## src/design/cms_pkg.sv

```systemverilog
// ----------------------------------------------------------------------------
// CAN message supervisor package
// Command, result and queue entry types shared by all supervisor modules.
// ----------------------------------------------------------------------------
package cms_pkg;

  localparam logic [1:0] MODE_STORE = 2'd0;
  localparam logic [1:0] MODE_RX    = 2'd1;
  localparam logic [1:0] MODE_TX    = 2'd2;

  localparam int unsigned COUNT_W   = 5;
  localparam logic [COUNT_W-1:0] COUNT_MAX = '1;
  localparam logic [COUNT_W-1:0] DEPTH_RESET = 5'd16;

  typedef enum logic [1:0] {
    OP_STORE,
    OP_RX,
    OP_TX,
    OP_NOP
  } op_t;

  typedef struct packed {
    logic [1:0]  mode;
    logic [3:0]  slot;
    logic [10:0] can_id;
    logic [31:0] now;
    logic [31:0] last_time;
    logic [15:0] period;
    logic [7:0]  timeout_periods;
    logic        timeout_flag;
    logic        prev_tx_ok;
    logic        tx_allowed;
    logic        send_accepted;
  } cmd_t;

  typedef struct packed {
    logic        matched;
    logic [3:0]  match_slot;
    logic [31:0] new_last_time;
    logic        new_timeout_flag;
    logic        fail_event;
    logic        send_due;
    logic        refresh_payload;
    logic        new_tx_ok;
    logic [4:0]  pending_count;
  } rsp_t;

  typedef struct packed {
    op_t  op;
    cmd_t cmd;
  } entry_t;

  typedef struct packed {
    logic valid;
    logic full;
  } q_status_t;

endpackage

```

## src/design/cms_front.sv

```systemverilog
// ----------------------------------------------------------------------------
// CAN message supervisor front end
// Accepts commands, classifies them and hands them to the work queue.
// ----------------------------------------------------------------------------
module cms_front #(
  parameter int BUF_DEPTH = 16
) (
  input  logic               clk,
  input  logic               rst,
  input  logic               start,
  output logic               busy,
  input  cms_pkg::cmd_t      cmd,
  input  cms_pkg::q_status_t q_status,
  output logic               push,
  output cms_pkg::entry_t    push_entry
);
  import cms_pkg::*;

  logic   held;
  entry_t entry;
  op_t    op_class;
  logic   accept;

  // Stores outside the buffer leave no trace; treat them as no-ops.
  always_comb begin
    unique case (cmd.mode)
      MODE_STORE: op_class = (32'(cmd.slot) < BUF_DEPTH) ? OP_STORE : OP_NOP;
      MODE_RX:    op_class = OP_RX;
      MODE_TX:    op_class = OP_TX;
      default:    op_class = OP_NOP;
    endcase
  end

  assign push       = held && !q_status.full;
  assign busy       = held && q_status.full;
  assign accept     = start && !busy;
  assign push_entry = entry;

  always_ff @(posedge clk) begin
    if (rst) begin
      held <= 1'b0;
    end else begin
      held <= (held && !push) || accept;
    end
  end

  always_ff @(posedge clk) begin
    if (accept) begin
      entry.op  <= op_class;
      entry.cmd <= cmd;
    end
  end

endmodule

```

## src/design/cms_queue.sv

```systemverilog
// ----------------------------------------------------------------------------
// CAN message supervisor work queue
// Two-entry FIFO between the front end and the execution unit.
// ----------------------------------------------------------------------------
module cms_queue (
  input  logic               clk,
  input  logic               rst,
  input  logic               push,
  input  cms_pkg::entry_t    push_entry,
  input  logic               pop,
  output cms_pkg::entry_t    pop_entry,
  output cms_pkg::q_status_t q_status
);
  import cms_pkg::*;

  entry_t     slots [2];
  logic       wr_ptr;
  logic       rd_ptr;
  logic [1:0] count;

  assign pop_entry      = slots[rd_ptr];
  assign q_status.valid = (count != 2'd0);
  assign q_status.full  = (count == 2'd2);

  always_ff @(posedge clk) begin
    if (rst) begin
      wr_ptr <= 1'b0;
      rd_ptr <= 1'b0;
      count  <= 2'd0;
    end else begin
      if (push) begin
        wr_ptr <= !wr_ptr;
      end
      if (pop) begin
        rd_ptr <= !rd_ptr;
      end
      count <= count + 2'(push) - 2'(pop);
    end
  end

  always_ff @(posedge clk) begin
    if (push) begin
      slots[wr_ptr] <= push_entry;
    end
  end

endmodule

```

## src/design/cms_back.sv

```systemverilog
// ----------------------------------------------------------------------------
// CAN message supervisor execution unit
// Owns the receive buffer and carries out store, receive and transmit work.
// ----------------------------------------------------------------------------
module cms_back #(
  parameter int BUF_DEPTH = 16
) (
  input  logic               clk,
  input  logic               rst,
  input  logic               cfg_we,
  input  logic [4:0]         cfg_data,
  input  cms_pkg::q_status_t q_status,
  output logic               pop,
  input  cms_pkg::entry_t    pop_entry,
  output logic               done,
  output cms_pkg::rsp_t      rsp
);
  import cms_pkg::*;

  localparam int IDX_W = (BUF_DEPTH > 1) ? $clog2(BUF_DEPTH) : 1;

  typedef enum logic [1:0] {
    S_IDLE,
    S_EXEC,
    S_FINISH
  } state_t;

  state_t               state;
  entry_t               cur;
  logic [10:0]          ids [BUF_DEPTH];
  logic [BUF_DEPTH-1:0] marks;
  logic [COUNT_W-1:0]   total;
  logic [4:0]           search_depth;
  logic [BUF_DEPTH-1:0] hit_vec;
  logic [BUF_DEPTH-1:0] hit_next;
  logic [31:0]          elapsed;
  logic [23:0]          limit;
  logic [IDX_W-1:0]     store_idx;
  logic [IDX_W-1:0]     first_idx;
  logic                 any_hit;
  logic                 tx_due;
  logic                 rx_tmo;
  logic                 rx_flag;
  rsp_t                 pass_rsp;
  rsp_t                 exec_rsp;
  rsp_t                 fin_rsp;

  assign pop       = (state == S_IDLE) && q_status.valid;
  assign store_idx = IDX_W'(cur.cmd.slot);

  // Compare every slot against the serviced ID in parallel.
  always_comb begin
    for (int p = 0; p < BUF_DEPTH; p++) begin
      hit_next[p] = marks[p] && (ids[p] == cur.cmd.can_id) &&
                    (p < int'(search_depth)) && (total != '0);
    end
  end

  // Pick the lowest matching slot.
  always_comb begin
    first_idx = '0;
    for (int p = BUF_DEPTH - 1; p >= 0; p--) begin
      if (hit_vec[p]) begin
        first_idx = IDX_W'(p);
      end
    end
  end

  assign any_hit = |hit_vec;
  assign tx_due  = (cur.cmd.period != 16'd0) && cur.cmd.tx_allowed &&
                   ((cur.cmd.now - cur.cmd.last_time) >= 32'(cur.cmd.period));
  // A hit restarts the cycle timer, so no timeout is raised on a hit.
  assign rx_tmo  = (cur.cmd.period != 16'd0) && !any_hit &&
                   (elapsed > 32'(limit));
  assign rx_flag = any_hit ? 1'b0 : cur.cmd.timeout_flag;

  always_comb begin
    pass_rsp                  = '0;
    pass_rsp.new_last_time    = cur.cmd.last_time;
    pass_rsp.new_timeout_flag = cur.cmd.timeout_flag;
    pass_rsp.new_tx_ok        = cur.cmd.prev_tx_ok;
    pass_rsp.pending_count    = total;
  end

  // Result of a store, transmit or no-op command.
  always_comb begin
    exec_rsp = pass_rsp;
    case (cur.op)
      OP_STORE: begin
        if (!marks[store_idx] && (total != COUNT_MAX)) begin
          exec_rsp.pending_count = total + COUNT_W'(1);
        end
      end
      OP_TX: begin
        if (tx_due) begin
          exec_rsp.send_due        = 1'b1;
          exec_rsp.refresh_payload = cur.cmd.prev_tx_ok;
          exec_rsp.new_tx_ok       = cur.cmd.send_accepted;
          if (cur.cmd.send_accepted) begin
            exec_rsp.new_last_time = cur.cmd.now;
          end
        end
      end
      default: begin
      end
    endcase
  end

  // Result of a receive command.
  always_comb begin
    fin_rsp                  = pass_rsp;
    fin_rsp.new_timeout_flag = rx_flag || rx_tmo;
    fin_rsp.fail_event       = rx_tmo && !rx_flag;
    if (any_hit) begin
      fin_rsp.matched       = 1'b1;
      fin_rsp.match_slot    = 4'(first_idx);
      fin_rsp.new_last_time = cur.cmd.now;
      fin_rsp.pending_count = total - COUNT_W'(1);
    end
  end

  always_ff @(posedge clk) begin
    if (rst) begin
      state        <= S_IDLE;
      done         <= 1'b0;
      marks        <= '0;
      total        <= '0;
      search_depth <= DEPTH_RESET;
    end else begin
      done <= 1'b0;
      if (cfg_we) begin
        search_depth <= cfg_data;
      end
      unique case (state)
        S_IDLE: begin
          if (q_status.valid) begin
            cur   <= pop_entry;
            state <= S_EXEC;
          end
        end
        S_EXEC: begin
          rsp   <= exec_rsp;
          state <= S_IDLE;
          unique case (cur.op)
            OP_STORE: begin
              if (!marks[store_idx]) begin
                marks[store_idx] <= 1'b1;
                if (total != COUNT_MAX) begin
                  total <= total + COUNT_W'(1);
                end
              end
              done <= 1'b1;
            end
            OP_TX: begin
              done <= 1'b1;
            end
            OP_RX: begin
              // Register the hit vector, elapsed time and timeout limit.
              hit_vec <= hit_next;
              elapsed <= cur.cmd.now - cur.cmd.last_time;
              limit   <= 24'(cur.cmd.period) * 24'(cur.cmd.timeout_periods);
              state   <= S_FINISH;
            end
            default: begin
              done <= 1'b1;
            end
          endcase
        end
        S_FINISH: begin
          rsp <= fin_rsp;
          if (any_hit) begin
            marks[first_idx] <= 1'b0;
            total            <= total - COUNT_W'(1);
          end
          done  <= 1'b1;
          state <= S_IDLE;
        end
        default: begin
          state <= S_IDLE;
        end
      endcase
    end
  end

  always_ff @(posedge clk) begin
    if ((state == S_EXEC) && (cur.op == OP_STORE)) begin
      ids[store_idx] <= cur.cmd.can_id;
    end
  end

endmodule

```

## src/design/can_message_supervisor.sv

```systemverilog
// ----------------------------------------------------------------------------
// CAN message supervisor
// Receive buffer with pending marks plus receive and transmit cycle checks.
// ----------------------------------------------------------------------------
// Usage:
//   Command channel: drive cmd and raise start; the command transfers at a
//   clock edge where start is high and busy is low. The mode field selects
//   a frame store, a receive object service or a transmit object service.
//   Result channel: each command yields exactly one result on rsp, shown for
//   one cycle with done high. The receiver cannot stall, so take it then.
//   Configuration: cfg_we writes cfg_data into the search depth; write only
//   while no command is in flight.
// Flow:
//   A front register takes the command, a two-entry queue holds it and the
//   execution unit runs it. The execution unit takes a store, transmit or
//   no-op command through its idle and execute states and a receive command
//   through idle, execute (compare) and finish (priority pick and update),
//   and takes no new command from the queue until it is back in idle.
// Reset:
//   rst clears all pending marks, the pending count and the queue, and sets
//   the search depth to 16. Stored IDs are not cleared.
// ----------------------------------------------------------------------------
module can_message_supervisor #(
  parameter int BUF_DEPTH = 16
) (
  input  logic          clk,
  input  logic          rst,
  input  logic          start,
  output logic          busy,
  input  cms_pkg::cmd_t cmd,
  output logic          done,
  output cms_pkg::rsp_t rsp,
  input  logic          cfg_we,
  input  logic [4:0]    cfg_data
);
  import cms_pkg::*;

  q_status_t q_status;
  logic      push;
  entry_t    push_entry;
  logic      pop;
  entry_t    pop_entry;

  // Classify and hold the command until the queue has room.
  cms_front #(
    .BUF_DEPTH (BUF_DEPTH)
  ) u_front (
    .clk        (clk),
    .rst        (rst),
    .start      (start),
    .busy       (busy),
    .cmd        (cmd),
    .q_status   (q_status),
    .push       (push),
    .push_entry (push_entry)
  );

  // Decouple acceptance from execution.
  cms_queue u_queue (
    .clk        (clk),
    .rst        (rst),
    .push       (push),
    .push_entry (push_entry),
    .pop        (pop),
    .pop_entry  (pop_entry),
    .q_status   (q_status)
  );

  // Run the command against the receive buffer and drive the result.
  cms_back #(
    .BUF_DEPTH (BUF_DEPTH)
  ) u_back (
    .clk       (clk),
    .rst       (rst),
    .cfg_we    (cfg_we),
    .cfg_data  (cfg_data),
    .q_status  (q_status),
    .pop       (pop),
    .pop_entry (pop_entry),
    .done      (done),
    .rsp       (rsp)
  );

endmodule

```

## config.mk

```make
export PLATFORM = sky130hd
export DESIGN_NAME = can_message_supervisor
export DESIGN_NICKNAME = d
export VERILOG_FILES = /design/src/design/cms_pkg.sv /design/src/design/cms_front.sv /design/src/design/cms_queue.sv /design/src/design/cms_back.sv /design/src/design/can_message_supervisor.sv
export SDC_FILE = /design/constraint.sdc
export NUM_CORES = 1
export LEC_CHECK = 0
export BUFFER_PORTS_ARGS = -buffer_cell sky130_fd_sc_hd__buf_4
export CAP_MARGIN = 20
export CORE_MARGIN = 2
export CORE_UTILIZATION = 41
export DETAILED_ROUTE_END_ITERATION = 10
export PLACE_DENSITY = 0.62
export SYNTH_ARGS = -nofsm -noshare
export SYNTH_HDL_FRONTEND = slang
export SYNTH_SLANG_ARGS = --single-unit
```

## constraint.sdc

```tcl
create_clock -name clk -period 9.4 [get_ports clk]
set_clock_uncertainty 0.1 [all_clocks]
set_input_delay 1.88 -clock clk [delete_from_list [all_inputs] [get_ports clk]]
set_output_delay 1.88 -clock clk [all_outputs]
set_load 0.02 [all_outputs]
```

**Yosys cells after proc, flatten, opt, wreduce, memory -nomap -nowiden**

Memory sizes are Yosys's and may differ from the RTL's. A register that Yosys moved wholly into a read port is not among the register bits.
Cells that the tools add are included.

- Register bits after elaboration: 264
- RAM bits: 398
- Input bits: 118
- Output and inout bits: 49
- Word-level logic and storage cells: 232
- Memories kept: 2

- Add/sub/neg operators: 5
- Multiply operators: 1
- $lt $le $gt $ge: 22
- Eq/ne operators: 29
- Mux-type cells: 51
- Bitwise logic cells: 4
- Reduce and logical (&&, ||, !) cells: 85

Memory list:

| name | depth | width | read ports | clocked after Yosys merged registers in | wr ports | line | text |
|---|---|---|---|---|---|---|---|
| u_queue.slots | 2 | 111 | 1 | 1 | 1 | cms_queue.sv:16 | `entry_t slots [2];` |
| u_back.ids | 16 | 11 | 16 | 0 | 1 | cms_back.sv:30 | `logic [10:0] ids [BUF_DEPTH];` |

Operators by type and width:

| operator | count |
|---|---|
| $eq A11 B11 Y1 | 16 |
| $mux W32 | 3 |
| $pmux W47 S2 | 1 |
| $mux W4 | 16 |
| $logic_and A1 B1 Y1 | 62 |
| $mux W16 | 3 |
| $lt A4 B5 Y1 const A | 8 |
| $mux W37 | 1 |
| $ge A32 B16 Y1 | 1 |
| $gt A32 B24 Y1 | 1 |
| $pmux W16 S2 | 1 |
| $sub A32 B32 Y32 | 1 |
| $mux W5 | 6 |
| $mul A16 B8 Y24 | 1 |
| $lt A3 B5 Y1 const A | 4 |
| $and A16 B16 Y16 | 1 |
| $not A16 Y16 | 1 |
| $or A16 B16 Y16 | 1 |
| $reduce_bool A16 Y1 | 1 |
| $reduce_or A16 Y1 | 1 |
| $lt A1 B5 Y1 const A | 2 |
| $lt A2 B5 Y1 const A | 2 |
| $lt A4 B5 Y1 const B | 2 |
| $pmux W5 S2 | 1 |
| 27 further kinds | 60 |

**Logic depth before layout (Yosys ltp)**

Gate-level depths: netlist of run 1.

- Depth after elaboration: 24
- Mapped depth: 21

**Hierarchy**

A second synthesis of run 1 with hierarchy kept.

- Cell total of the unflattened synthesis: 2425
- Area total of the unflattened synthesis: 35721.8 um^2

By module, submodules not included:

| module | instances | cells an instance | area an instance (um^2) | sequential area each (um^2) |
|---|---|---|---|---|
| cms_back | 1 | 1940 | 24068.1 | 12712.2 |
| cms_queue | 1 | 366 | 8257.9 | 6766.5 |
| cms_front | 1 | 119 | 3395.8 | 3353.2 |

**Worst setup path before layout of run 1**

Ideal clock, no wire load.

- Path type: in2reg
- From: input port rst
- To: register u_back.cur[0] (netlist name) (enable)
- Library setup time: 579 ps
- Arrival: 6827 ps
- Required time: 8721 ps
- Slack: 1895 ps
- Stages: 3
- Path buffers: 2
- Cells stage by stage: clkbuf_1 > clkbuf_1 > nor2_1

- Longest elaborated chain between the ends: 2

Ends and longest elaborated chain:

| item | line | text |
|---|---|---|
| start, declared | can_message_supervisor.sv:27 | `input logic rst,` |
| $not A1 Y1 (no source line) | n/a |  |
| $reduce_and A3 Y1 (no source line) | n/a |  |
| end signal, assigned | cms_back.sv:137 | `cur <= pop_entry;` |
| end, declared | cms_back.sv:29 | `entry_t cur;` |

No other way between the ends.
A chain may end at the register's enable or synchronous reset.

**Worst setup path after layout of run 1**

- From: register u_back.cur[8] (netlist name)
- To: register u_back.limit[22], data pin

- Longest elaborated chain between the ends: 1

Ends and longest elaborated chain:

| item | line | text |
|---|---|---|
| $mul A16 B8 Y24 | cms_back.sv:161 | `limit <= 24'(cur.cmd.period) * 24'(cur.cmd.timeout_periods);` |
| end signal, assigned | cms_back.sv:161 |  |
| end, declared | cms_back.sv:37 | `logic [23:0] limit;` |

No other way between the ends.

==> flow_metrics.py, run 1 <==
metrics = {
    "routing": {
        "route.vias.total": 19350,
        "drtPass1Iterations": 5,
        "avgRoutedWirePerCell_um": 19.63,
        "drc": 0,
        "antenna_violating_nets_post_route": 0,
        "detailed_route_wire_length_um": 74820,
        "vias_per_cell": 5.076,
        "drt_first_iter_violations": 1218,
    },
    "synthesis": {
        "yosysTopAreaCellShare_pct": 62.42,
        "count_leader_synth": "sky130_fd_sc_hd__edfxtp_1",
        "synth.top_cells.by_count": "sky130_fd_sc_hd__edfxtp_1 (731), sky130_fd_sc_hd__inv_1 (213), sky130_fd_sc_hd__ha_1 (124), sky130_fd_sc_hd__xor2_1 (118), sky130_fd_sc_hd__mux2_2 (113)",
        "ys_seq_elements": 765,
        "postSynthCellCount": 2406,
        "synth.net_count": 2733,
        "ys_flop_type": "sky130_fd_sc_hd__edfxtp_1",
        "async_reset_ff_share_pct": 0,
        "synth_enable_flop_cells": 731,
        "synth-warning-count": 0,
        "postSynthAreaPerCell_um2": 14.62,
        "synth.lib_cells_used.distinct": 64,
        "synth_seq_area_share_pct": 64.35,
        "synth_area_um2": 35170,
        "library_cell_with_the_largest_summed_area_after_synthesis": "sky130_fd_sc_hd__edfxtp_1",
        "ys_top_cells_by_area": "sky130_fd_sc_hd__edfxtp_1 (62%), sky130_fd_sc_hd__fa_1 (4.8%), sky130_fd_sc_hd__ha_1 (4.4%), sky130_fd_sc_hd__mux2_2 (3.6%), sky130_fd_sc_hd__xor2_1 (2.9%)",
    },
    "die": {
        "top_level_ports": 167,
        "die_height_um": 296.9,
        "core_area_um2": 85150,
        "die-area_um2": 88130,
        "num_rows": 107,
        "dieWidth_um": 296.9,
        "floorplan.initialDensity_pct": 41.30,
    },
    "min_path": {
        "hold_path_class": "flop to flop",
    },
    "global_route": {
        "gr-usage-all-layers_pct": 17.07,
        "largest_net_degree_at_the_start_of_global_routing": 75,
        "grt_pass1_vias": 20480,
        "wire_length_of_the_first_global_routing_pass_um": 116900,
        "globalRoute.totalOverflow": 0,
        "grt_antenna_before_repair": 2,
    },
    "timing": {
        "report.final.hold_viol_count": 0,
        "max-slew-margin-rel_pct": 24.06,
        "timing.fmax_ghz": 0.1642,
        "rsz0062_at_grt": "false",
        "post-route-worst-setup-slack_ns": 3.309,
        "max_slew.worst_pin.slew_ns": 1.139,
        "setup-tns-final_ns": 0,
        "min_period_over_period_pct": 64.80,
        "count_of_final_setup_violators": 0,
        "maxSlewViolCount": 0,
        "fin_crit_ns": 6.091,
    },
    "clock_tree": {
        "cts_hold_repair.buffers": 0,
        "h-tree-depth": 3,
        "number_of_buffers_inserted_during_clock_tree_synthesis": 83,
        "cts_tree": "done",
        "clk_pin_slew_worst_paths_ns": 0.06,
        "cts_setup_buffers": 0,
        "total_number_of_clock_tree_sinks": 765,
        "quantity_of_gates_resized_following_cts": 0,
        "clk_path_buf_depth": 3,
        "source_to_sink_clock_delay_at_the_later_pin_of_the_worst_skew_pair_ns": 0.65,
        "clock_tree.root_cell": "sky130_fd_sc_hd__clkbuf_16",
    },
    "layout": {
        "n_antenna_cell": 0,
        "post_layout_nonfiller_instances": 3812,
        "final_design_area_no_fill_um2": 40500,
        "layout.nets": 2931,
        "post_route_cells_drive_above_1_share_pct": 18.22,
        "flow.area_growth_from_synthesis_pct": 15.15,
    },
    "pwr": {
        "power.leakage_nw": 15.05,
        "power.ir.vdd_worst_uv": 359.3,
        "fin_total_pwr_mw": 12.51,
        "power_density_nw_per_um2": 308.8,
    },
    "placement": {
        "dpl.hpwl_um": 50380,
        "placement.io_buffers": 166,
        "gp_congestion": 0.8962,
        "postPlaceCellArea_um2": 37800,
        "preCtsSetupSlack_ns": 3.360,
        "post-place-cells": 3662,
    },
    "critical_path": {
        "critPathKind": "flop to flop",
        "startpoint_type": "flop",
        "worst-endpoint-arrival_ns": 6.38,
        "worst-path-max-fanout": 16,
        "cpMostUsedCell": "sky130_fd_sc_hd__fa_1",
        "critical_path.endpoint_type": "flop",
        "cp_cell_sequence": "and2_1 -> fa_1 -> fa_1 -> inv_1 -> fa_1 -> fa_1 -> inv_1 -> ha_1 -> inv_1 -> o21ai_0 -> a2111oi_0 -> nor3_1 -> o31ai_1 -> o21ai_0 -> o41a_1 -> a21o_1 -> a21oi_1 -> xnor2_1",
        "worst-r2r-setup-slack_ns": 3.31,
        "critical-path-slowest-cell": "sky130_fd_sc_hd__edfxtp_1",
        "worst_path_dominant_cell_family": "adder cells",
        "cp.required_ns": 9.69,
        "worstPathBufferInverterCount": 3,
        "critPathMaxStageDelay_ns": 0.62,
    },
    "flow_run": {
        "max_cap_violations": 0,
    },
    "status": {
        "run_status": "finished clean",
    },
}
-- final timing paths --
check | start | endpoint | cells past startpoint
max | u_back.cur[8]$_DFFE_PP_ | u_back.limit[22]$_DFFE_PP_ | 18
max reg2reg | u_back.cur[8]$_DFFE_PP_ | u_back.limit[22]$_DFFE_PP_ | 18
min reg2reg | u_front.push_entry[70]$_DFFE_PP_ | u_queue.slots[1][70]$_DFFE_PP_ | 0
min | u_front.push_entry[70]$_DFFE_PP_ | u_queue.slots[1][70]$_DFFE_PP_ | 0
-- where the power goes --
| group | switching [mW] | total (mW) | leakage [nW] | internal (mW) |
|---|---|---|---|---|
| Clock | 1.36 | 3.19 | 1.31 | 1.82 |
| Sequential | 0.243 | 4.64 | 7.01 | 4.39 |
| Combinational | 2.67 | 4.68 | 6.73 | 2.01 |
| Total | 4.27 | 12.5 | 15.1 | 8.23 |
-- registers in the layout (all words and copies together), names as in the netlist --
signal / cells
u_queue.slots: 218
u_back.ids: 176
u_front.push_entry: 109
u_back.cur: 105
u_back.rsp: 47
u_back.elapsed: 32
u_back.limit: 24
u_back.hit_vec: 16
u_back.marks: 16
u_back.search_depth: 5
u_back.total: 5
u_back.store_idx: 4
u_back.state: 2
u_queue.count: 2
u_back.done: 1
u_front.held: 1
u_queue.rd_ptr: 1
u_queue.wr_ptr: 1
-- through the flow --
stage | util (%) | hold WS (ns)
2_1_floorplan | - | 0.3215
3_3_place_gp | 44.36 | 0.3235
3_5_place_dp | 44.39 | 0.3296
4_1_cts | 47.54 | 0.3430
5_1_grt | 47.56 | 0.3572
6_report | 47.56 | 0.3428
-- logic make-up after synthesis --
logic type	share of synthesized area, %
muxes	5.433
xor gates and xnor gates	5.604
and+or+nand+nor	7.628
AOI/OAI and AO/OA	4.529
adders and majority gates	9.250
buffers and inverters	3.202
DFF	64.35
-- per-layer routing --
metal  wire, um  part of all wire, %  track usage (%)
met1      33700                   45            23.22
met2      35490                   47            27.93
met3       3877                  5.2            3.314
met4       1749                  2.3            4.798
met5          0                    0                0
-- layout by cell type, fill, tap and decap left out, types with 11 or more instances in the layout --
master	synthesis	final
sky130_fd_sc_hd__a211oi_1	20	20
sky130_fd_sc_hd__a21o_1	30	30
sky130_fd_sc_hd__a21oi_1	82	82
sky130_fd_sc_hd__and2_1	98	98
sky130_fd_sc_hd__and3_1	14	13
sky130_fd_sc_hd__buf_4	0	192
sky130_fd_sc_hd__clkbuf_16	0	84
sky130_fd_sc_hd__clkinv_1	0	13
sky130_fd_sc_hd__clkinv_2	0	16
sky130_fd_sc_hd__dfxtp_1	34	33
sky130_fd_sc_hd__edfxtp_1	731	731
sky130_fd_sc_hd__fa_1	85	85
sky130_fd_sc_hd__ha_1	124	124
sky130_fd_sc_hd__inv_1	213	213
sky130_fd_sc_hd__mux2_2	113	113
sky130_fd_sc_hd__mux2_4	29	29
sky130_fd_sc_hd__nand2_1	98	98
sky130_fd_sc_hd__nand2b_1	17	17
sky130_fd_sc_hd__nand3_1	28	28
sky130_fd_sc_hd__nand4_1	27	27
sky130_fd_sc_hd__nor2_1	97	94
sky130_fd_sc_hd__nor2b_1	20	18
sky130_fd_sc_hd__nor3_1	33	33
sky130_fd_sc_hd__nor4_1	39	39
sky130_fd_sc_hd__o21ai_0	38	38
sky130_fd_sc_hd__o21bai_1	11	11
sky130_fd_sc_hd__or3_1	13	13
sky130_fd_sc_hd__xnor2_1	107	107
sky130_fd_sc_hd__xor2_1	118	118
-- layout make-up --
class	count	area (um^2)
multi-input combinational	1347	11470
clock inverter	55	540.5
sequential	765	22640
tap	1144	1431
clock buffer	94	2140
inverter	213	799.5
fill	7437	44650
timing repair buffer	194	1481
Power figures use the tool's default switching activity.
==> run 2, diff against run 1 <==
Settings changed: PLACE_DENSITY 0.62 to 0.64.
Clock period 9.4 ns to 5.35 ns, I/O delays scaled along.
==> run 2 against run 1 <==
- maximum frequency grew 16%
- final cell count is 1.8% higher
- combinational power rose by 110%
- register-to-register slack got worse by 3.2 ns
- sequential power increased by 76%
- critical path type unchanged
==> flow_metrics.py, run 2 (synthesis results as in run 1) <==
metrics = {
    "timing": {
        "report.final.hold_viol_count": 0,
        "final.hold.worst_slack_ns": 0.3200,
        "max_slew.worst_pin.slew_ns": 1.088,
        "maxSlewViolCount": 0,
        "rsz0062_at_grt": "true",
        "timing.fmax_ghz": 0.1905,
        "count_of_final_setup_violators": 0,
        "fin_crit_ns": 5.250,
        "post-route-worst-setup-slack_ns": 0.09955,
        "max-slew-margin-rel_pct": 27.44,
        "min_period_over_period_pct": 98.14,
    },
    "critical_path": {
        "worst_r2r_path_depth": 19,
        "worst-r2r-setup-slack_ns": 0.1,
        "reg2reg_from": "u_back.cur[15]$_DFFE_PP_",
        "cp.required_ns": 5.62,
        "path_depth": 19,
        "worst-path-max-fanout": 6,
        "critical_path.endpoint_type": "flop",
        "r2r-end": "u_back.limit[22]$_DFFE_PP_",
        "setup.worst_path.end": "u_back.limit[22]$_DFFE_PP_",
        "cpMostUsedCell": "sky130_fd_sc_hd__fa_1",
        "worst_path_dominant_cell_family": "adder cells",
        "worstPathBufferInverterCount": 4,
        "critPathMaxStageDelay_ns": 0.56,
        "worst-endpoint-arrival_ns": 5.52,
        "startpoint_type": "flop",
        "cp-startpoint": "u_back.cur[15]$_DFFE_PP_",
        "critical-path-slowest-cell": "sky130_fd_sc_hd__fa_1",
        "cp_cell_sequence": "buf_6 -> buf_12 -> and2_1 -> fa_1 -> fa_1 -> fa_1 -> inv_1 -> fa_1 -> inv_1 -> ha_4 -> or2_4 -> a21oi_4 -> nor3_4 -> o31ai_4 -> o21ai_2 -> o41a_1 -> a21o_1 -> a21oi_2 -> xnor2_1",
        "critPathKind": "flop to flop",
    },
    "clock_tree": {
        "cts_hold_repair.buffers": 0,
        "clk_path_buf_depth": 3,
        "total_number_of_clock_tree_sinks": 765,
        "cts_tree": "done",
        "clk_pin_slew_worst_paths_ns": 0.06,
        "number_of_buffers_inserted_during_clock_tree_synthesis": 83,
        "source_to_sink_clock_delay_at_the_later_pin_of_the_worst_skew_pair_ns": 0.63,
        "h-tree-depth": 3,
        "clock_tree.root_cell": "sky130_fd_sc_hd__clkbuf_16",
    },
    "pwr": {
        "power.leakage_nw": 15.51,
        "power.ir.vdd_worst_uv": 708.1,
        "fin_total_pwr_mw": 23.77,
        "power_density_nw_per_um2": 573.6,
    },
    "placement": {
        "postPlaceCellArea_um2": 38200,
        "gp_congestion": 0.8766,
        "placement.io_buffers": 166,
        "preCtsSetupSlack_ns": -0.3104,
        "dpl.hpwl_um": 52220,
    },
    "layout": {
        "final_design_area_no_fill_um2": 41440,
        "max_flop_register": "u_queue.slots",
        "n_antenna_cell": 0,
        "flow.area_growth_from_synthesis_pct": 17.82,
        "final.fill_count": 7320,
        "commonest_cells_after_routing_fill_and_taps_aside": "sky130_fd_sc_hd__edfxtp_1 (731), sky130_fd_sc_hd__buf_4 (246), sky130_fd_sc_hd__inv_1 (208), sky130_fd_sc_hd__xor2_1 (117), sky130_fd_sc_hd__ha_1 (117)",
        "fin_util_pct": 48.66,
        "layout.nets": 3000,
        "max_ffs_per_register": 218,
        "layout.cells.most_common": "sky130_fd_sc_hd__edfxtp_1",
        "post_route_cells_drive_above_1_share_pct": 22.06,
    },
    "routing": {
        "drc": 0,
        "vias_per_cell": 5.043,
        "drtPass1Iterations": 6,
        "route.vias.total": 19580,
        "antenna_violating_nets_post_route": 0,
        "detailed_route_wire_length_um": 76470,
        "avgRoutedWirePerCell_um": 19.70,
        "drt_first_iter_violations": 1178,
    },
    "global_route": {
        "grt_pass1_vias": 21020,
        "largest_net_degree_at_the_start_of_global_routing": 79,
        "wire_length_of_the_first_global_routing_pass_um": 120400,
        "grt_antenna_before_repair": 0,
        "gr-usage-all-layers_pct": 17.44,
        "globalRoute.totalOverflow": 0,
    },
    "flow_run": {
        "max_cap_violations": 0,
    },
    "die": {
        "floorplan.initialDensity_pct": 41.30,
        "num_rows": 107,
        "die-area_um2": 88130,
        "top_level_ports": 167,
        "dieWidth_um": 296.9,
        "core_area_um2": 85150,
        "die_height_um": 296.9,
    },
    "min_path": {
        "hold_path_class": "flop to flop",
    },
    "status": {
        "run_status": "finished clean",
    },
}
run 2: changes by cell type in the layout (fill, tap and decap cells not counted), moves of 6 or more:
cell / previous run / this run
sky130_fd_sc_hd__buf_4: 192 / 246
sky130_fd_sc_hd__buf_6: 0 / 10
sky130_fd_sc_hd__a21oi_1: 82 / 75
sky130_fd_sc_hd__ha_1: 124 / 117
sky130_fd_sc_hd__a21oi_2: 0 / 6
sky130_fd_sc_hd__and2_1: 98 / 92
sky130_fd_sc_hd__and2_4: 0 / 6
sky130_fd_sc_hd__o21ai_0: 38 / 32
run 2: per-layer routing:
layer | part of all wire [%] | wire length (um) | vias to the layer above | GRT usage (%)
met3 | 4.6 | 3539 | 105 | 2.897
li1 | - | - | 9209 | -
met5 | 0 | 0 | - | 0
met1 | 47 | 35700 | 9802 | 24.69
met2 | 47 | 35900 | 461 | 28.15
met4 | 1.7 | 1328 | 0 | 4.233
run 2: layout make-up:
type	count	area, um^2	area share [%]
clock buffers	99	2200	5.308
clock inverters	51	546.8	1.320
inverters	213	799.5	1.930
multi-input cells	1347	11710	28.27
flip-flops and latches	765	22640	54.63
well taps	1144	1431	3.454
repair buffers	263	2110	5.091
run 2: worst reg2reg max path, cell delays in order, from the launching register on:
cell and delay (ns):
sky130_fd_sc_hd__edfxtp_1 0.40, sky130_fd_sc_hd__buf_6 0.15, sky130_fd_sc_hd__buf_12 0.12, sky130_fd_sc_hd__and2_1 0.17, sky130_fd_sc_hd__fa_1 0.56, sky130_fd_sc_hd__fa_1 0.45, sky130_fd_sc_hd__fa_1 0.51, sky130_fd_sc_hd__inv_1 0.05
sky130_fd_sc_hd__fa_1 0.53, sky130_fd_sc_hd__inv_1 0.06, sky130_fd_sc_hd__ha_4 0.21, sky130_fd_sc_hd__or2_4 0.26, sky130_fd_sc_hd__a21oi_4 0.19, sky130_fd_sc_hd__nor3_4 0.08, sky130_fd_sc_hd__o31ai_4 0.29, sky130_fd_sc_hd__o21ai_2 0.11
sky130_fd_sc_hd__o41a_1 0.34, sky130_fd_sc_hd__a21o_1 0.20, sky130_fd_sc_hd__a21oi_2 0.15, sky130_fd_sc_hd__xnor2_1 0.08
run 2: power breakdown:
group | switching, mW | total [mW] | internal (mW)
Clock | 2.35 | 5.74 | 3.39
Sequential | 0.438 | 8.15 | 7.72
Combinational | 5.30 | 9.88 | 4.57
run 2: what timing repair did:
| action | 4_1_cts | 5_1_grt |
|---|---|---|
| setup buffers | 8 | 8 |
| setup endpoints to repair | 33 | 36 |
| pin swaps | 25 | 54 |
| gates cloned | 1 | 0 |
| resized for setup | 27 | 45 |
run 2: how the worst min path moves through the flow:
| stage | startpoint | endpoint | slack, ns | depth (start not counted) |
|---|---|---|---|---|
| floorplan | u_front.push_entry[0]$_DFFE_PP_ | u_queue.slots[0][0]$_DFFE_PP_ | 0.32 | 0 |
| global placement | u_front.push_entry[86]$_DFFE_PP_ | u_queue.slots[0][86]$_DFFE_PP_ | 0.33 | 0 |
| detailed placement | u_front.push_entry[28]$_DFFE_PP_ | u_queue.slots[1][28]$_DFFE_PP_ | 0.33 | 0 |
| CTS | u_front.push_entry[76]$_DFFE_PP_ | u_queue.slots[1][76]$_DFFE_PP_ | 0.32 | 0 |
| global route | u_front.push_entry[95]$_DFFE_PP_ | u_queue.slots[1][95]$_DFFE_PP_ | 0.34 | 0 |
| finish | u_front.push_entry[76]$_DFFE_PP_ | u_queue.slots[1][76]$_DFFE_PP_ | 0.32 | 0 |
run 2: through the flow:
stage / instances / TNS [ns]
6_report: 3882 / 0
5_1_grt: 3882 / -0.1811
4_1_cts: 3873 / -0.01425
3_5_place_dp: 3714 / -0.9908
3_3_place_gp: 3713 / -0.5442
2_1_floorplan: 2406 / 0
==> run 3, diff against run 2 <==
Settings changed: RECOVER_POWER from default to 25.
==> run 3 against run 2 <==
- the run now ends with capacitance limit, slew limit left
- global-route usage unchanged
- register-to-register slack about the same
- die area unchanged
- largest power group unchanged
- sequential share of layout area increased by 0.089 points
- clock power about the same
- total power about the same
- design area decreased by 0.16%
==> flow_metrics.py, run 3 (synthesis results as in run 1) <==
metrics = {
    "status": {
        "run_status": "finished, violations left",
        "failing_checks": "capacitance limit, slew limit",
    },
    "timing": {
        "fin_crit_ns": 5.255,
        "setup-tns-final_ns": 0,
        "rsz0062_at_grt": "true",
        "count_of_final_setup_violators": 0,
        "timing.fmax_ghz": 0.1903,
        "min_period_over_period_pct": 98.23,
        "max_slew.worst_pin.slew_ns": 2.284,
        "post-route-worst-setup-slack_ns": 0.09495,
        "max-slew-margin-rel_pct": -52.26,
        "maxSlewViolCount": 203,
        "report.final.hold_viol_count": 0,
    },
    "critical_path": {
        "setup.worst_path.end": "u_back.limit[22]$_DFFE_PP_",
        "worst-r2r-setup-slack_ns": 0.09,
        "worst-endpoint-arrival_ns": 5.52,
        "cp.required_ns": 5.62,
        "reg2reg_from": "u_back.cur[15]$_DFFE_PP_",
        "critical_path.endpoint_type": "flop",
        "startpoint_type": "flop",
        "r2r-end": "u_back.limit[22]$_DFFE_PP_",
        "cp-startpoint": "u_back.cur[15]$_DFFE_PP_",
        "worst_r2r_path_depth": 19,
        "critPathKind": "flop to flop",
        "worst-path-max-fanout": 6,
    },
    "global_route": {
        "largest_net_degree_at_the_start_of_global_routing": 79,
        "gr-usage-all-layers_pct": 17.44,
        "grt_antenna_before_repair": 0,
        "grt_pass1_vias": 21020,
        "globalRoute.totalOverflow": 0,
        "wire_length_of_the_first_global_routing_pass_um": 120400,
    },
    "placement": {
        "preCtsSetupSlack_ns": -0.3104,
        "gp_congestion": 0.8766,
        "placement.io_buffers": 166,
        "dpl.hpwl_um": 52220,
    },
    "layout": {
        "max_ffs_per_register": 218,
        "layout.nets": 3000,
        "flow.area_growth_from_synthesis_pct": 17.63,
        "max_flop_register": "u_queue.slots",
        "layout.cells.most_common": "sky130_fd_sc_hd__edfxtp_1",
        "commonest_cells_after_routing_fill_and_taps_aside": "sky130_fd_sc_hd__edfxtp_1 (731), sky130_fd_sc_hd__inv_1 (208), sky130_fd_sc_hd__buf_4 (131), sky130_fd_sc_hd__xor2_1 (117), sky130_fd_sc_hd__ha_1 (117)",
        "post_route_cells_drive_above_1_share_pct": 21.40,
        "n_antenna_cell": 0,
    },
    "clock_tree": {
        "clk_pin_slew_worst_paths_ns": 0.06,
        "total_number_of_clock_tree_sinks": 765,
        "number_of_buffers_inserted_during_clock_tree_synthesis": 83,
        "cts_tree": "done",
        "clock_tree.root_cell": "sky130_fd_sc_hd__clkbuf_16",
        "source_to_sink_clock_delay_at_the_later_pin_of_the_worst_skew_pair_ns": 0.63,
        "h-tree-depth": 3,
        "clk_path_buf_depth": 3,
    },
    "pwr": {
        "power_frac_seq_pct": 34.4,
        "power.ir.vdd_worst_uv": 706.8,
        "cellInternalPower_mw": 15.67,
        "power.leakage_nw": 15.42,
        "switching_share_pct": 34.00,
        "power_frac_clock_pct": 24.1,
        "fin_total_pwr_mw": 23.75,
        "power_density_nw_per_um2": 574.0,
        "p_switching_mw": 8.074,
        "comb_power_share_pct": 41.5,
    },
    "min_path": {
        "worstHoldPathCells": 0,
        "hold_path_class": "flop to flop",
    },
    "routing": {
        "drc": 0,
        "drtPass1Iterations": 5,
        "drt_first_iter_violations": 1248,
        "route.vias.total": 19560,
        "avgRoutedWirePerCell_um": 19.64,
        "detailed_route_wire_length_um": 76260,
        "antenna_violating_nets_post_route": 0,
        "vias_per_cell": 5.039,
    },
    "flow_run": {
        "max_cap_violations": 6,
    },
    "die": {
        "top_level_ports": 167,
        "num_rows": 107,
        "die_height_um": 296.9,
        "core_area_um2": 85150,
        "die-area_um2": 88130,
        "floorplan.initialDensity_pct": 41.30,
        "dieWidth_um": 296.9,
    },
}
==> run 3: changes by cell type in the layout (fill, tap and decap cells not counted), sizes merged <==
cell    previous run  this run
buf              263       148
clkbuf            99       214
==> run 3: area by class of cell <==
type                            count  area [um^2]
Sequential cell                   765        22640
Timing Repair Buffer              263         2042
Inverter                          213        799.5
Multi-Input combinational cell   1347        11710
Tap cell                         1144         1431
Clock inverter                     51        546.8
Fill cell                        7337        43780
Clock buffer                       99         2200
==> run 3: how the worst min path moves through the flow <==
stage                                          start                        endpoint  slack, ns
floorplan            u_front.push_entry[0]$_DFFE_PP_   u_queue.slots[0][0]$_DFFE_PP_       0.32
global placement    u_front.push_entry[86]$_DFFE_PP_  u_queue.slots[0][86]$_DFFE_PP_       0.33
detailed placement  u_front.push_entry[28]$_DFFE_PP_  u_queue.slots[1][28]$_DFFE_PP_       0.33
CTS                 u_front.push_entry[76]$_DFFE_PP_  u_queue.slots[1][76]$_DFFE_PP_       0.32
global route        u_front.push_entry[95]$_DFFE_PP_  u_queue.slots[1][95]$_DFFE_PP_       0.34
finish              u_front.push_entry[76]$_DFFE_PP_  u_queue.slots[1][76]$_DFFE_PP_       0.32
==> run 3: what timing repair did <==
action                     CTS  global route
hold buffers                 0             0
setup endpoints to repair   33            36
gates cloned                 1             0
buffers inserted             8             8
resized for setup           27            45
pin swaps                   25            54
==> run 3: critical path, cell delays in order, from the launching register on <==
cell,delay (ns)
sky130_fd_sc_hd__edfxtp_1,0.40
sky130_fd_sc_hd__buf_6,0.15
sky130_fd_sc_hd__buf_12,0.12
sky130_fd_sc_hd__and2_1,0.16
sky130_fd_sc_hd__fa_1,0.56
sky130_fd_sc_hd__fa_1,0.45
sky130_fd_sc_hd__fa_1,0.51
sky130_fd_sc_hd__inv_1,0.05
sky130_fd_sc_hd__fa_1,0.53
sky130_fd_sc_hd__inv_1,0.06
sky130_fd_sc_hd__ha_4,0.21
sky130_fd_sc_hd__or2_4,0.26
sky130_fd_sc_hd__a21oi_4,0.19
sky130_fd_sc_hd__nor3_4,0.07
sky130_fd_sc_hd__o31ai_4,0.29
sky130_fd_sc_hd__o21ai_2,0.11
sky130_fd_sc_hd__o41a_1,0.34
sky130_fd_sc_hd__a21o_1,0.20
sky130_fd_sc_hd__a21oi_2,0.15
sky130_fd_sc_hd__xnor2_1,0.08
==> run 3: per-stage QoR <==
step | hold slack (ns) | area [um^2] | util, % | cells
floorplan | 0.3215 | 35180 | - | 2406
global placement | 0.3256 | 38180 | 44.84 | 3713
detailed placement | 0.3306 | 38200 | 44.86 | 3714
CTS | 0.3245 | 41160 | 48.34 | 3873
global route | 0.3442 | 41370 | 48.58 | 3882
finish | 0.3198 | 41370 | 48.58 | 3882
==> run 3: layer usage <==
metal | vias up | routed length (um) | GRT usage (%)
li1 | 9218 | - | -
met1 | 9760 | 34950 | 24.69
met2 | 487 | 35880 | 28.15
met3 | 96 | 4164 | 2.897
met4 | 0 | 1261 | 4.233
met5 | - | 0 | 0
==> run 3: power by group through the flow <==
stage / logic [mW] / clock network [mW] / registers, mW
6_report: 9.85 / 5.73 / 8.16
5_1_grt: 11.1 / 6.12 / 8.23
4_1_cts: 9.24 / 5.89 / 8.17
3_5_place_dp: 8.77 / 0 / 8.28
3_3_place_gp: 8.66 / 0 / 8.26
2_1_floorplan: 6.33 / 0 / 8.12
